### src/hdl/histogram_approx_median_assert.svh
// Assertion macros for the histogram approximate median block.
// Included by the modules that carry assertions.
`ifndef HISTOGRAM_APPROX_MEDIAN_ASSERT_SVH
`define HISTOGRAM_APPROX_MEDIAN_ASSERT_SVH
// implication checked on every clock, off during reset
`define HAM_ASSERT(lbl, ante, cons, msg) \
  lbl: assert property (@(posedge clk) disable iff (rst) (ante) |-> (cons)) else $error(msg);
// same, consequence checked in the following cycle
`define HAM_ASSERT_NEXT(lbl, ante, cons, msg) \
  lbl: assert property (@(posedge clk) disable iff (rst) (ante) |=> (cons)) else $error(msg);
`endif

### src/hdl/ham_pkg.sv
// Package for the histogram approximate median block: sizes and types.
// Used by ham_div, histogram_approx_median and histogram_approx_median_checker.
package ham_pkg;
  localparam int SampleBits = 16;
  localparam int MaxSamples = 4096;
  localparam int MaxBins    = 1024;
  localparam int AddrBits   = $clog2(MaxSamples);
  localparam int CntBits    = AddrBits + 1;
  localparam int BinBits    = $clog2(MaxBins);
  localparam int BcfgBits   = 11;
  localparam int ProdBits   = SampleBits + BinBits;
  localparam logic [BcfgBits-1:0] BinCountReset = BcfgBits'(256);

  typedef enum logic [3:0] {
    ST_LOAD, ST_CLEAR, ST_RD, ST_MUL, ST_DIV, ST_CNT_RD, ST_INC, ST_WALK_RD, ST_WALK,
    ST_FMUL, ST_FDIV, ST_OUT
  } state_t;

  typedef struct packed {
    logic start;
    logic busy;
    logic done;
  } div_ctl_t;
endpackage

### src/hdl/ham_div.sv
// Restoring divider, one quotient bit per cycle, shared by binning and output.
// Depends on ham_pkg.
module ham_div (
  input  logic clk,
  input  logic rst,
  input  logic start,
  input  logic [ham_pkg::ProdBits-1:0] dividend,
  input  logic [ham_pkg::SampleBits-1:0] divisor,
  output ham_pkg::div_ctl_t ctl,
  output logic [ham_pkg::ProdBits-1:0] quotient
);
  import ham_pkg::*;
  localparam int StepBits = $clog2(ProdBits + 1);
  logic [StepBits-1:0] step;
  logic [SampleBits:0] rem;
  logic [SampleBits:0] trial;
  logic [ProdBits-1:0] num;
  logic [SampleBits-1:0] den;
  logic busy, done;

  assign trial = {rem[SampleBits-1:0], num[ProdBits-1]} - {1'b0, den};

  always_ff @(posedge clk) begin
    if (rst) begin
      busy <= 1'b0;
      done <= 1'b0;
    end else begin
      done <= 1'b0;
      if (start) begin
        busy <= 1'b1;
        step <= StepBits'(ProdBits);
        rem  <= '0;
        num  <= dividend;
        den  <= divisor;
        quotient <= '0;
      end else if (busy) begin
        if (!trial[SampleBits]) begin
          rem <= trial;
        end else begin
          rem <= {rem[SampleBits-1:0], num[ProdBits-1]};
        end
        num <= {num[ProdBits-2:0], 1'b0};
        quotient <= {quotient[ProdBits-2:0], ~trial[SampleBits]};
        step <= step - 1'b1;
        if (step == StepBits'(1)) begin
          busy <= 1'b0;
          done <= 1'b1;
        end
      end
    end
  end

  assign ctl = '{start: start, busy: busy, done: done};

  `include "histogram_approx_median_assert.svh"
  `HAM_ASSERT_NEXT(a_done_follows, busy && step == StepBits'(1) && !start, done, "div no done")
  `HAM_ASSERT(a_not_both, done, !busy || start, "div done while busy")
  `HAM_ASSERT_NEXT(a_start_busy, start, busy, "div not busy after start")
endmodule

### config.mk
export PLATFORM = sky130hd
export DESIGN_NAME = ham_div
export DESIGN_NICKNAME = d
export VERILOG_FILES = /design/src/hdl/ham_pkg.sv /design/src/hdl/ham_div.sv
export VERILOG_INCLUDE_DIRS = /design/src /design/src/hdl
export SDC_FILE = /design/constraint.sdc
export NUM_CORES = 1
export LEC_CHECK = 0
export BUFFER_PORTS_ARGS = -buffer_cell sky130_fd_sc_hd__buf_2
export CAP_MARGIN = 10
export CORE_MARGIN = 2
export CORE_UTILIZATION = 50
export CTS_CLUSTER_DIAMETER = 200
export DETAILED_ROUTE_END_ITERATION = 16
export PLACE_DENSITY = 0.84
export SYNTH_ARGS = -nofsm -noshare
export SYNTH_HDL_FRONTEND = slang
export SYNTH_SLANG_ARGS = --single-unit
### constraint.sdc
create_clock -name clk -period 6.3 [get_ports clk]
set_input_delay 0.315 -clock clk [delete_from_list [all_inputs] [get_ports clk]]
set_output_delay 0.315 -clock clk [all_outputs]
set_load 0.01 [all_outputs]
==> flow_summary.yaml <==
die:
  die_h_um: 100.4
  dieArea_um2: 10080
  start_util_pct: 50.99
  rows: 35
  ioPinCount: 74
  core_area_um2: 9109
  die_w_um: 100.4
clocking:
  cts_hold_buf: 0
  cts_setup_buffers: 0
  htree_levels: 3
  cts_tree: "done"
  cts_resized: 0
  clkSinkCount: 91
  clkLatencyLatePin_ps: 370
  clkSlewWorstSetupHoldPaths_ps: 110
  cts-root-buf: "clkbuf_8"
  clockBufferDepth: 2
  numCtsBuffers: 9
yosys:
  yosysMostFrequentCell: "edfxtp_1"
  ys_warn_count: 0
  synthFlopType: "edfxtp_1"
  synthTopCellsByArea: "edfxtp_1 (58%), mux2_2 (6.1%), ha_1 (4.8%)"
  synth.area.mux_share_pct: 6.277
  synth_adder_area_share_pct: 5.280
  synth_area_um2: 4644
  synth_top_area_share_pct: 57.54
  synth_seq_area_share_pct: 58.41
  synthSimpleGateAreaFrac_pct: 10.86
  synth_edf_count: 89
  synth-compound-area-share_pct: 13.82
  async_flop_share_pct: 0
  synth_top_family_by_area: "compound AO/OA/AOI/OAI gates"
  synthTopCellsByCount: "edfxtp_1 (89), a21oi_1 (30), nor2b_1 (27)"
  post_synth_num_cell_types: 54
  synth_seq_cells: 91
  synthCells: 365
  syn_nets: 429
  synth_top_cell_by_area: "edfxtp_1"
  post_synth_xor_area_fraction_pct: 1.320
  syn_avg_cell_area_um2: 12.72
timing:
  fin_worst_hold_slack_ps: 110.7
  worst_slew_pin_slew_ps: 943.9
  hold_viol: 0
  slew_headroom_pct: 36.54
  rsz0062_at_grt: "no"
  clock_skew_ps: 13.36
  fin_crit_sh_pct: 46.32
  min_period_ps: 2918
  fin_tns_setup_ps: 0
  setup_violations: 0
  timing.fmax_mhz: 342.7
  maxSlewViolCount: 0
grt:
  grt_overflow: 0
  grt_pass1_vias: 3103
  grt_pass1_wl_um: 15140
  track_usage_pct: 19.42
  antenna_found_initial: 0
  grt_max_degree: 73
status:
  outcome: "complete, no violations"
worst_setup_path:
  endpoint_kind: "flop"
  cp-start-kind: "flop"
  crit_fanout: 16
  required_ps: 6500
  worstPathArrival_ps: 3110
  crit_type: "flop to flop"
place:
  io_buffers: 73
  hpwl_um: 6358
  place_congestion: 0.8203
layout:
  seq_area_um2: 2713
  n_fill_cell: 761
  drive_gt1_share_pct: 29.36
  areaGrowthSynthToFinish_pct: 13.55
  diodes: 0
  nets: 495
  multi_input_comb_area_um2: 1754
hold_path:
  hold_path_class: "input pin to flop"
drt:
  drt_first_pass_iters: 5
  drtIter0Drc: 209
  wl_um: 9541
  wl_per_cell_um: 17.44
  drc_errors: 0
  via_count: 3182
  ant_nets: 0
  routed_via_density: 5.817
power:
  power_mw: 1.466
  power_per_cell_area_nw_per_um2: 277.9
  peakVddDrop_mv: 0.1540
  leakagePower_nw: 2.069
flow_run:
  maxCapViolations: 0
-- registers in the layout, indices dropped and copies added, names as in the netlist --
signal / flops
num: 26
done: 1
step: 5
busy: 1
rem: 16
den: 16
quotient: 26
-- where the power goes --
| group | switching [mW] | leakage, nW | internal, mW |
|---|---|---|---|
| Combinational | 0.172 | 1.09 | 0.120 |
| Clock | 0.238 | 0.106 | 0.195 |
| Sequential | 0.0203 | 0.872 | 0.720 |
| Total | 0.431 | 2.07 | 1.04 |
-- final cells by class --
type | instances | share of cell area, %
clock buffer | 9 | 2.349
clock inverter | 7 | 1.684
inverter | 20 | 1.423
multi-input combinational | 234 | 33.26
sequential | 91 | 51.44
tap | 111 | 2.633
timing repair buffer | 75 | 7.212
-- per-stage QoR --
| stage | utilization (%) | setup slack [ps] | cells | instance area, µm² |
|---|---|---|---|---|
| global route | 57.90 | 3123 | 547 | 5274 |
| global placement | 55.56 | 3546 | 531 | 5061 |
| detailed placement | 55.56 | 3454 | 531 | 5061 |
| finish | 57.90 | 3382 | 547 | 5274 |
| floorplan | - | 1766 | 365 | 4644 |
| CTS | 57.90 | 3417 | 547 | 5274 |
-- metal layers --
layer / wire (µm) / GRT usage, %
met5: 0 / 0
met4: 147 / 6.744
met3: 720 / 6.267
met2: 4618 / 29.79
met1: 4054 / 26.17
-- worst paths after layout --
kind                                   from       to  slack, ps  cells past startpoint
worst min-delay path            divisor[14]  den[14]        110                      1
worst min register to register         busy     done        500                      1
worst max register to register      num[25]   rem[0]       3380                      9
worst max-delay path                num[25]   rem[0]       3380                      9
-- logic make-up (layout without fill, tap and decap cells) --
kind of cell / after synthesis / count (layout)
compound gates: 92 / 92
xor+xnor: 7 / 7
fa+ha+maj: 19 / 19
buf+inv: 40 / 111
flops: 91 / 91
mux: 26 / 26
simple gates: 90 / 90
-- worst max-delay path, cell delays in order, from the launching register on --
cell and delay (ps):
edfxtp_1 360, inv_1 50, ha_1 220, fa_1 400, nand2b_1 200, a21o_1 230
a31oi_4 280, o311a_1 600, nor2_1 150, a211oi_1 260
-- placed cells by master (no fill, tap or decap), types with 2 or more instances in the layout --
master    instances
a211oi_1          6
a21o_1            9
a21oi_1          30
a31o_2            2
and2_1            2
and3_1            2
and4_1            2
buf_2            73
buf_4             2
clkbuf_8          9
dfxtp_1           2
edfxtp_1         89
ha_1             18
inv_1            20
inv_6             2
inv_8             3
mux2_2           25
nand2_1          11
nand2b_1          6
nand3_1           6
nand4_1           3
nand4b_1          4
nor2_1           11
nor2b_1          27
nor3_1            8
o211ai_1          3
o21a_1            3
o21ai_0          18
o21ai_1           3
o31ai_1           2
or3_1             3
xnor2_1           4
xor2_1            3
Note: power is estimated with default switching activity, not from simulation.
